`src/hw/rtl/svt_pkg.sv`:
```
`timescale 1ns / 1ps
`default_nettype none
package svt_pkg;

  localparam int TABLE_POINTS_DEF = 33;
  localparam int TABLE_CAP = 64;
  localparam int LUT_IDX_W = 6;
  localparam int MV_W = 16;
  localparam int TEMP_W = 8;
  localparam int QUO_W = 8;
  localparam int NUM_W = MV_W + QUO_W;
  localparam int DIV_BITS_PER_STAGE = 2;
  localparam int DIV_STAGES = QUO_W / DIV_BITS_PER_STAGE;

  typedef struct packed {
    logic signed [TEMP_W-1:0] temp;
    logic [MV_W-1:0] mv;
  } lut_point_t;

  typedef struct packed {
    logic ok;
    logic signed [TEMP_W-1:0] base;
    logic neg;
    logic [QUO_W-1:0] mag;
    logic [MV_W-1:0] d;
    logic [MV_W-1:0] span;
  } seg_t;

  typedef struct packed {
    logic ok;
    logic signed [TEMP_W-1:0] base;
    logic neg;
    logic [NUM_W-1:0] rem;
    logic [MV_W-1:0] span;
    logic [QUO_W-1:0] quo;
  } div_work_t;

  function automatic lut_point_t lut_at(input logic [LUT_IDX_W-1:0] idx);
    lut_point_t p;
    p = '0;
    case (idx)
      6'd0: p = '{temp: -8'sd40, mv: 16'd2440};
      6'd1: p = '{temp: -8'sd35, mv: 16'd2420};
      6'd2: p = '{temp: -8'sd30, mv: 16'd2400};
      6'd3: p = '{temp: -8'sd25, mv: 16'd2380};
      6'd4: p = '{temp: -8'sd20, mv: 16'd2350};
      6'd5: p = '{temp: -8'sd15, mv: 16'd2320};
      6'd6: p = '{temp: -8'sd10, mv: 16'd2270};
      6'd7: p = '{temp: -8'sd5, mv: 16'd2230};
      6'd8: p = '{temp: 8'sd0, mv: 16'd2170};
      6'd9: p = '{temp: 8'sd5, mv: 16'd2110};
      6'd10: p = '{temp: 8'sd10, mv: 16'd2050};
      6'd11: p = '{temp: 8'sd15, mv: 16'd1990};
      6'd12: p = '{temp: 8'sd20, mv: 16'd1920};
      6'd13: p = '{temp: 8'sd25, mv: 16'd1860};
      6'd14: p = '{temp: 8'sd30, mv: 16'd1800};
      6'd15: p = '{temp: 8'sd35, mv: 16'd1740};
      6'd16: p = '{temp: 8'sd40, mv: 16'd1680};
      6'd17: p = '{temp: 8'sd45, mv: 16'd1630};
      6'd18: p = '{temp: 8'sd50, mv: 16'd1590};
      6'd19: p = '{temp: 8'sd55, mv: 16'd1550};
      6'd20: p = '{temp: 8'sd60, mv: 16'd1510};
      6'd21: p = '{temp: 8'sd65, mv: 16'd1480};
      6'd22: p = '{temp: 8'sd70, mv: 16'd1450};
      6'd23: p = '{temp: 8'sd75, mv: 16'd1430};
      6'd24: p = '{temp: 8'sd80, mv: 16'd1400};
      6'd25: p = '{temp: 8'sd85, mv: 16'd1380};
      6'd26: p = '{temp: 8'sd90, mv: 16'd1370};
      6'd27: p = '{temp: 8'sd95, mv: 16'd1350};
      6'd28: p = '{temp: 8'sd100, mv: 16'd1340};
      6'd29: p = '{temp: 8'sd105, mv: 16'd1330};
      6'd30: p = '{temp: 8'sd110, mv: 16'd1320};
      6'd31: p = '{temp: 8'sd115, mv: 16'd1310};
      6'd32: p = '{temp: 8'sd120, mv: 16'd1300};
      default: p = '0;
    endcase
    return p;
  endfunction

endpackage
`default_nettype wire

```
`src/hw/rtl/sensor_voltage_to_temperature_top.sv`:
```
// Throughput: one item per cycle while the output is not held; the stages are
// a table compare, a segment fetch, a multiply, four two-bit divide steps and
// the output register. The whole pipeline stalls together while the output is held.
// Reset (synchronous, active high) clears all valid bits; data registers are not reset.
`timescale 1ns / 1ps
`default_nettype none
module sensor_voltage_to_temperature_top #(
  parameter int TABLE_POINTS = svt_pkg::TABLE_POINTS_DEF
) (
  input  wire logic clk,
  input  wire logic rst,
  input  wire logic s_axis_tvalid,
  output logic s_axis_tready,
  input  wire logic [15:0] s_axis_tdata,  // [15:0] voltage_mv
  output logic m_axis_tvalid,
  input  wire logic m_axis_tready,
  output logic [7:0] m_axis_tdata,        // [7:0] temp_c
  output logic m_axis_tuser               // [0] valid_res
);
  import svt_pkg::*;

  logic advance;
  logic seg_valid;
  seg_t seg;
  logic mul_valid;
  div_work_t mul_work;
  div_work_t mul_work_next;
  logic div_valid;
  div_work_t div_work;
  logic signed [TEMP_W+1:0] quo_signed;
  logic signed [TEMP_W+1:0] sum;
  logic [TEMP_W-1:0] out_next;

  assign advance = !m_axis_tvalid || m_axis_tready;
  assign s_axis_tready = advance;

  svt_segment #(
    .TABLE_POINTS(TABLE_POINTS)
  ) u_segment (
    .clk(clk),
    .rst(rst),
    .advance(advance),
    .in_valid(s_axis_tvalid),
    .voltage_mv(s_axis_tdata[MV_W-1:0]),
    .out_valid(seg_valid),
    .seg(seg)
  );

  always_comb begin
    mul_work_next.ok = seg.ok;
    mul_work_next.base = seg.base;
    mul_work_next.neg = seg.neg;
    mul_work_next.rem = NUM_W'(seg.d) * NUM_W'(seg.mag);
    mul_work_next.span = seg.span;
    mul_work_next.quo = '0;
  end

  always_ff @(posedge clk) begin
    if (rst) begin
      mul_valid <= 1'b0;
    end else if (advance) begin
      mul_valid <= seg_valid;
    end
    if (advance) begin
      mul_work <= mul_work_next;
    end
  end

  svt_divider u_divider (
    .clk(clk),
    .rst(rst),
    .advance(advance),
    .in_valid(mul_valid),
    .in_work(mul_work),
    .out_valid(div_valid),
    .out_work(div_work)
  );

  always_comb begin
    quo_signed = div_work.neg ? -(TEMP_W + 2)'(div_work.quo) : (TEMP_W + 2)'(div_work.quo);
    sum = (TEMP_W + 2)'(div_work.base) + quo_signed;
    out_next = sum[TEMP_W-1:0];
  end

  always_ff @(posedge clk) begin
    if (rst) begin
      m_axis_tvalid <= 1'b0;
    end else if (advance) begin
      m_axis_tvalid <= div_valid;
    end
    if (advance) begin
      m_axis_tdata <= out_next;
      m_axis_tuser <= div_work.ok;
    end
  end

endmodule
`default_nettype wire

```
`src/hw/rtl/svt_segment.sv`:
```
`timescale 1ns / 1ps
`default_nettype none
module svt_segment #(
  parameter int TABLE_POINTS = svt_pkg::TABLE_POINTS_DEF
) (
  input  wire logic clk,
  input  wire logic rst,
  input  wire logic advance,
  input  wire logic in_valid,
  input  wire logic [svt_pkg::MV_W-1:0] voltage_mv,
  output logic out_valid,
  output svt_pkg::seg_t seg
);
  import svt_pkg::*;

  localparam int IDX_W = (TABLE_POINTS > 1) ? $clog2(TABLE_POINTS) : 1;

  logic [TABLE_POINTS-1:0] gt_next;
  logic [TABLE_POINTS-1:0] gt;
  logic [MV_W-1:0] volt;
  logic volt_valid;

  logic found;
  logic [IDX_W-1:0] idx;
  lut_point_t lo;
  lut_point_t hi;
  logic signed [TEMP_W:0] dt;
  logic [TEMP_W:0] dt_abs;
  seg_t seg_next;

  always_comb begin
    for (int i = 0; i < TABLE_POINTS; i++) begin
      gt_next[i] = voltage_mv > lut_at(LUT_IDX_W'(i)).mv;
    end
  end

  always_ff @(posedge clk) begin
    if (rst) begin
      volt_valid <= 1'b0;
    end else if (advance) begin
      volt_valid <= in_valid;
    end
    if (advance) begin
      gt <= gt_next;
      volt <= voltage_mv;
    end
  end

  always_comb begin
    found = 1'b0;
    idx = '0;
    for (int i = TABLE_POINTS - 1; i >= 0; i--) begin
      if (gt[i]) begin
        found = 1'b1;
        idx = IDX_W'(i);
      end
    end
  end

  always_comb begin
    lo = lut_at(LUT_IDX_W'(idx));
    hi = lut_at(LUT_IDX_W'(IDX_W'(idx - 1'b1)));
    dt = {hi.temp[TEMP_W-1], hi.temp} - {lo.temp[TEMP_W-1], lo.temp};
    dt_abs = dt[TEMP_W] ? (TEMP_W + 1)'(-dt) : dt;
    seg_next.ok = found;
    seg_next.neg = 1'b0;
    seg_next.mag = '0;
    seg_next.d = '0;
    seg_next.span = MV_W'(1);
    if (!found) begin
      seg_next.base = '0;
    end else if (idx == '0) begin
      seg_next.base = lut_at('0).temp;
    end else begin
      seg_next.base = lo.temp;
      seg_next.neg = dt[TEMP_W];
      seg_next.mag = dt_abs[QUO_W-1:0];
      seg_next.d = volt - lo.mv;
      seg_next.span = hi.mv - lo.mv;
    end
  end

  always_ff @(posedge clk) begin
    if (rst) begin
      out_valid <= 1'b0;
    end else if (advance) begin
      out_valid <= volt_valid;
    end
    if (advance) begin
      seg <= seg_next;
    end
  end

endmodule
`default_nettype wire

```
`src/hw/rtl/svt_divider.sv`:
```
`timescale 1ns / 1ps
`default_nettype none
module svt_divider (
  input  wire logic clk,
  input  wire logic rst,
  input  wire logic advance,
  input  wire logic in_valid,
  input  wire svt_pkg::div_work_t in_work,
  output logic out_valid,
  output svt_pkg::div_work_t out_work
);
  import svt_pkg::*;

  function automatic div_work_t div_steps(input div_work_t w, input int first_bit);
    div_work_t r;
    logic [NUM_W-1:0] trial;
    r = w;
    for (int j = 0; j < DIV_BITS_PER_STAGE; j++) begin
      trial = NUM_W'(r.span) << (first_bit - j);
      if (r.rem >= trial) begin
        r.rem = r.rem - trial;
        r.quo = r.quo | (QUO_W'(1) << (first_bit - j));
      end
    end
    return r;
  endfunction

  div_work_t stage_work [DIV_STAGES];
  logic stage_valid [DIV_STAGES];

  for (genvar s = 0; s < DIV_STAGES; s++) begin : g_stage
    div_work_t work_next;
    logic valid_in;

    if (s == 0) begin : g_first
      always_comb begin
        work_next = div_steps(in_work, QUO_W - 1);
        valid_in = in_valid;
      end
    end else begin : g_rest
      always_comb begin
        work_next = div_steps(stage_work[s-1], QUO_W - 1 - s * DIV_BITS_PER_STAGE);
        valid_in = stage_valid[s-1];
      end
    end

    always_ff @(posedge clk) begin
      if (rst) begin
        stage_valid[s] <= 1'b0;
      end else if (advance) begin
        stage_valid[s] <= valid_in;
      end
      if (advance) begin
        stage_work[s] <= work_next;
      end
    end
  end

  assign out_valid = stage_valid[DIV_STAGES-1];
  assign out_work = stage_work[DIV_STAGES-1];

endmodule
`default_nettype wire
```
`config.mk`:
```
export PLATFORM = sky130hd
export DESIGN_NAME = sensor_voltage_to_temperature_top
export DESIGN_NICKNAME = d
export VERILOG_FILES = /design/src/hw/rtl/svt_pkg.sv /design/src/hw/rtl/sensor_voltage_to_temperature_top.sv /design/src/hw/rtl/svt_segment.sv /design/src/hw/rtl/svt_divider.sv
export SDC_FILE = /design/constraint.sdc
export NUM_CORES = 1
export LEC_CHECK = 0
export ABC_AREA = 0
export BUFFER_PORTS_ARGS = -buffer_cell sky130_fd_sc_hd__buf_2
export CORE_MARGIN = 2
export CORE_UTILIZATION = 37
export DETAILED_ROUTE_END_ITERATION = 6
export GPL_TIMING_DRIVEN = 0
export PLACE_DENSITY_LB_ADDON = 0.1
export SYNTH_ARGS = -nofsm -noshare
export SYNTH_HDL_FRONTEND = slang
export SYNTH_SLANG_ARGS = --single-unit
export TNS_END_PERCENT = 10
```
`constraint.sdc`:
```
create_clock -name clk -period 30.3 [get_ports clk]
set_input_delay 6.06 -clock clk [delete_from_list [all_inputs] [get_ports clk]]
set_output_delay 6.06 -clock clk [all_outputs]
set_load 0.05 [all_outputs]
```
After elaboration in Yosys (flattened, before gate mapping)
Memory sizes are Yosys's and may differ from the RTL's. A register that Yosys moved wholly into a read port is not among the register bits. Cells that the tools add are included.

Register bits after elaboration: 161. Bits in writable memories: 236. Memory bits (read-only): 2432. Output and inout bits: 11. Logic and storage cells: 184. Memories: 4.

Memory list: (no name shown) (words 64, bits a word 19, rd ports 1, clocked after Yosys merged registers in 0, wr ports 0, RTL line svt_pkg.sv:41) `case (idx)`; (no name shown) (words 64, bits a word 19, rd ports 1, clocked after Yosys merged registers in 0, wr ports 0, RTL line svt_pkg.sv:41); u_divider.stage_work (words 4, bits a word 58, rd ports 4, clocked after Yosys merged registers in 0, wr ports 4, RTL line svt_divider.sv:28) `div_work_t stage_work [DIV_STAGES];`; u_divider.stage_valid (words 4, bits a word 1, rd ports 4, clocked after Yosys merged registers in 1, wr ports 4, RTL line svt_divider.sv:29) `logic stage_valid [DIV_STAGES];`.

$add $sub $neg: 15. Multipliers: 1. Order comparisons: 41. Muxes and demuxes: 95. Bitwise gates (word level): 5. Reduce and logical (&&, ||, !) cells: 4.

Operators by type and width (count): 16-bit by 11-bit greater-than comparator with 1-bit output, second input constant (22); 6-bit 2-to-1 mux (34); 24-bit 2-to-1 mux (8); 16-bit by 12-bit greater-than comparator with 1-bit output, second input constant (11); 1-bit 2-to-1 mux (44); 8-bit 2-to-1 mux (4); 16-bit subtractor (2); 24-bit by 16-bit >= comparator with 1-bit output (1); 24-bit by 17-bit >= comparator with 1-bit output (1); 24-bit by 18-bit >= comparator with 1-bit output (1); 24-bit by 19-bit >= comparator with 1-bit output (1); 24-bit by 20-bit >= comparator with 1-bit output (1); 24-bit by 21-bit >= comparator with 1-bit output (1); 24-bit by 22-bit >= comparator with 1-bit output (1); 24-bit by 23-bit >= comparator with 1-bit output (1); 16-bit by 8-bit multiplier with 24-bit output (1); 24-bit by 16-bit subtractor with 24-bit output (1); 24-bit by 17-bit subtractor with 24-bit output (1); 24-bit by 18-bit subtractor with 24-bit output (1); 24-bit by 19-bit subtractor with 24-bit output (1); 24-bit by 20-bit subtractor with 24-bit output (1); 24-bit by 21-bit subtractor with 24-bit output (1); 24-bit by 22-bit subtractor with 24-bit output (1); 24-bit by 23-bit subtractor with 24-bit output (1); other kinds (15) (19).

Longest topological paths before layout
An unclocked memory read counts as a cell.

Depth in word-level cells: 38. Mapped depth: 28.

Modules after synthesis
A second synthesis with hierarchy kept.

Cells, all modules: 3033. Area, all modules: 30458.0 µm².

Modules (own cells, without submodules): svt_divider (instances 1, cells each 1496, area an instance 15910.3 µm², sequential area each 7086.8 µm²); svt_segment (instances 1, cells each 932, area an instance 8146.6 µm², sequential area each 3012.9 µm²); sensor_voltage_to_temperature_top (instances 1, cells each 605, area an instance 6401.1 µm², sequential area each 1811.7 µm²).

Worst setup path before layout
OpenSTA, ideal clock, no wires.

Kind: input port to output port. From: input m_axis_tready. To: output s_axis_tready. Arrival: 13061 ps. Data required time: 24240 ps. Setup slack: 11179 ps. Cell stages on the path: 3. Buffers on the path: 1. Cell sequence: nor2b_1 clkbuf_1 inv_1.

Word-level cells in the longest chain between the ends: 1.

RTL lines: start, declared (RTL line sensor_voltage_to_temperature_top.sv:16) `input wire logic m_axis_tready,`; 1-bit logical OR (RTL line sensor_voltage_to_temperature_top.sv:34) `assign advance = !m_axis_tvalid || m_axis_tready;`; end, declared (RTL line sensor_voltage_to_temperature_top.sv:13) `output logic s_axis_tready,`.

No other way between the ends.

Worst setup path in the final report
Same ends and word-level chain as after synthesis.

==> impl_metrics.env <==
export IMPL_synth_area_um2=27000
export IMPL_ctsResizeCount=0
export IMPL_outcome="completed"
export IMPL_start_util_pct=37.2
export IMPL_clock_sinks=346
export IMPL_area_growth_pct=10.7
export IMPL_syn_avg_cell_area_um2=9.73
export IMPL_holdCritPathClass="reg2reg"
export IMPL_worst_slew_pin_slew_ns=1.34
export IMPL_grt_max_degree=130
export IMPL_ys_ff_latch=346
export IMPL_syn_num_nets=3121
export IMPL_min_period_over_period_pct=44.6
export IMPL_antenna_left=0
export IMPL_port_buffers=30
export IMPL_worstPathMaxFanout=101
export IMPL_cp_end_kind="primary output"
export IMPL_synthFlopType="edfxtp_1"
export IMPL_cts_root_buf="clkbuf_16"
export IMPL_postCtsHoldBufs=0
export IMPL_setup_viol=0
export IMPL_vdd_drop_max_mv=0.0543
export IMPL_grt_use_total_pct=19.5
export IMPL_arrival_ns=7.46
export IMPL_finalNonFillerCells=3844
export IMPL_cts_setup_buffers=0
export IMPL_clock_skew_ns=0.0376
export IMPL_antenna_found_initial=2
export IMPL_synthCells=2775
export IMPL_cp_required_ns=24.24
export IMPL_synth_seq_area_share_pct=38.3
export IMPL_clk_latency_ns=0.60
export IMPL_crit_path_start_kind="input port"
export IMPL_drc=0
export IMPL_tns_ns=0
export IMPL_fp_row_count=99
export IMPL_drv_slew=0
export IMPL_fin_crit_ns=13.52
export IMPL_crit_type="in2out"
export IMPL_synth_distinct_cells=98
export IMPL_tritoncts="built"
export IMPL_routed_wirelength_mm=73.3
export IMPL_via_per_inst=5.40
export IMPL_synth_edff_count=342
export IMPL_worst_path_buf_inv=4
export IMPL_path_clk_slew_ns=0.05
export IMPL_path_delay_family="buffers and inverters"
export IMPL_rsz0062_at_grt="no"
export IMPL_place_hpwl_mm=57.9
export IMPL_cp_slowest_cell="inv_8"
export IMPL_routed_via_count=20800
export IMPL_detail_route_wl_per_cell_um=19.1
export IMPL_fillers=7181
export IMPL_async_flop_share_pct=0
export IMPL_cts_buffers=42
export IMPL_nets=3197
export IMPL_die_area_um2=75100
export IMPL_crit_chain="buf_2 > nor2b_1 > clkbuf_1 > inv_8 > buf_2"
export IMPL_grt_pass1_vias=21000
export IMPL_coreArea_um2=72600
export IMPL_cts_buffer_depth=3
export IMPL_first_pass_iters=5
export IMPL_die_height_um=274
export IMPL_worst_path_most_repeated_cell="buf_2"
export IMPL_gp_congestion=0.926
export IMPL_placed_cells=3766
export IMPL_die_x_um=274
export IMPL_cap_violations=0
export IMPL_relSlewSlack_pct=8.57
export IMPL_powerDensity_nw_per_um2=83.5
export IMPL_overflow=0
export IMPL_io_pins=31
export IMPL_cpPeakStageDelay_ns=0.56
export IMPL_drtIter0Drc=1321
export IMPL_grt_pass1_wl_mm=115
export IMPL_final_layout_size_suffix_gt1_share_pct=6.63
export IMPL_p_leak_nw=12.0
export IMPL_fmax_mhz=74.0
export IMPL_yosys_warnings=0
export IMPL_htree_levels=2
export IMPL_finalHoldViolCount=0
[flip-flops by register name, summed over array words and instances (netlist names)]
signal                 cells
m_axis_tvalid              1
m_axis_tdata               8
u_divider.stage_work     180
u_segment.seg             50
u_segment.out_valid        1
u_segment.gt              33
mul_work                  50
u_segment.volt_valid       1
m_axis_tuser               1
u_divider.stage_valid      4
u_segment.volt            16
mul_valid                  1
[metal layers]
metal | vias up | global-route usage, % | part of all wire (%)
met5 | - | 0 | 0
met4 | 0 | 8.48 | 4.1
met3 | 149 | 2.99 | 4.3
met2 | 513 | 32.8 | 48
met1 | 9942 | 24.9 | 44
li1 | 10200 | - | -
[per-stage QoR]
step	utilization, %	setup slack [ns]	cell area [µm²]	total power, mW	hold WS (ns)
2_1_floorplan	-	11.18	27000	1.67	0.400
3_3_place_gp	39.0	7.58	28300	1.95	0.401
3_5_place_dp	39.1	16.75	28400	1.97	0.405
4_1_cts	41.2	16.75	29900	2.52	0.394
5_1_grt	41.2	16.66	29900	2.69	0.406
6_report	41.2	16.78	29900	2.50	0.394
[logic make-up (layout without fill, tap and decap cells)]
| group | Yosys count | after routing | share of synthesized area, % |
|---|---|---|---|
| buffers and inverters | 334 | 442 | 4.79 |
| xor gates and xnor gates | 143 | 143 | 4.77 |
| adders and majority gates | 326 | 326 | 17.8 |
| AOI/OAI and AO/OA | 680 | 680 | 16.0 |
| other | 0 | 2 | 0 |
| and+or+nand+nor | 901 | 901 | 16.5 |
| muxes | 45 | 45 | 1.86 |
| DFF | 346 | 346 | 38.3 |
[worst paths after layout]
kind         depth (start not counted)  slack, ns                  startpoint                                    end
max                                  5      16.78               m_axis_tready                          s_axis_tready
min                                  0       0.39      mul_work[57]$_DFFE_PN_  u_divider.stage_work[0][57]$_DFFE_PN_
max reg2reg                         27      22.68  u_segment.gt[21]$_DFFE_PN_        u_segment.seg[10]$_SDFFCE_PP0N_
min reg2reg                          0       0.39      mul_work[57]$_DFFE_PN_  u_divider.stage_work[0][57]$_DFFE_PN_
[layout by cell type, fill, tap and decap left out, types with 26 or more instances in the layout]
cell | netlist | routed
a211oi_1 | 26 | 26
a21o_1 | 45 | 45
a21oi_1 | 180 | 180
a31oi_1 | 30 | 30
and2_1 | 90 | 90
buf_2 | 14 | 44
clkbuf_1 | 64 | 68
clkbuf_16 | 0 | 42
edfxtp_1 | 342 | 342
fa_1 | 96 | 96
ha_1 | 230 | 230
inv_1 | 245 | 244
mux2_2 | 30 | 30
nand2_1 | 252 | 252
nand2b_1 | 41 | 41
nand3_1 | 57 | 57
nand4_1 | 28 | 28
nor2_1 | 206 | 206
nor2b_1 | 31 | 31
nor3_1 | 81 | 81
o21a_1 | 35 | 35
o21ai_0 | 196 | 196
o31ai_1 | 28 | 28
xnor2_1 | 89 | 89
xor2_1 | 51 | 51
[Yosys cell counts (35+ instances only)]
library cell	instances	area, µm²
nand3_1	57	285
nand2b_1	41	257
edfxtp_1	342	10300
ha_1	230	2880
inv_1	245	920
fa_1	96	1920
a21o_1	45	338
xnor2_1	89	780
o21a_1	35	263
xor2_1	51	447
clkbuf_1	64	240
a21oi_1	180	901
nor3_1	81	405
and2_1	90	563
nor2_1	206	773
nand2_1	252	946
o21ai_0	196	981
[power breakdown]
part	switching, mW	internal, mW	total, mW
logic	0.747	0.538	1.28
registers	0.0410	0.638	0.679
clock network	0.210	0.322	0.532
[area by class of cell]
cell class	count	area (µm²)	share of cell area, %
clock buffer	48	1090	3.66
sequential	346	10300	34.6
clock inverter	28	374	1.25
antenna	2	5.00	0.0168
tap	959	1200	4.02
timing repair buffer	32	205	0.687
multi-input combinational	2095	15300	51.4
inverter	251	952	3.19
buffer	83	348	1.16
No activity file was read; power rests on OpenSTA's default activity.
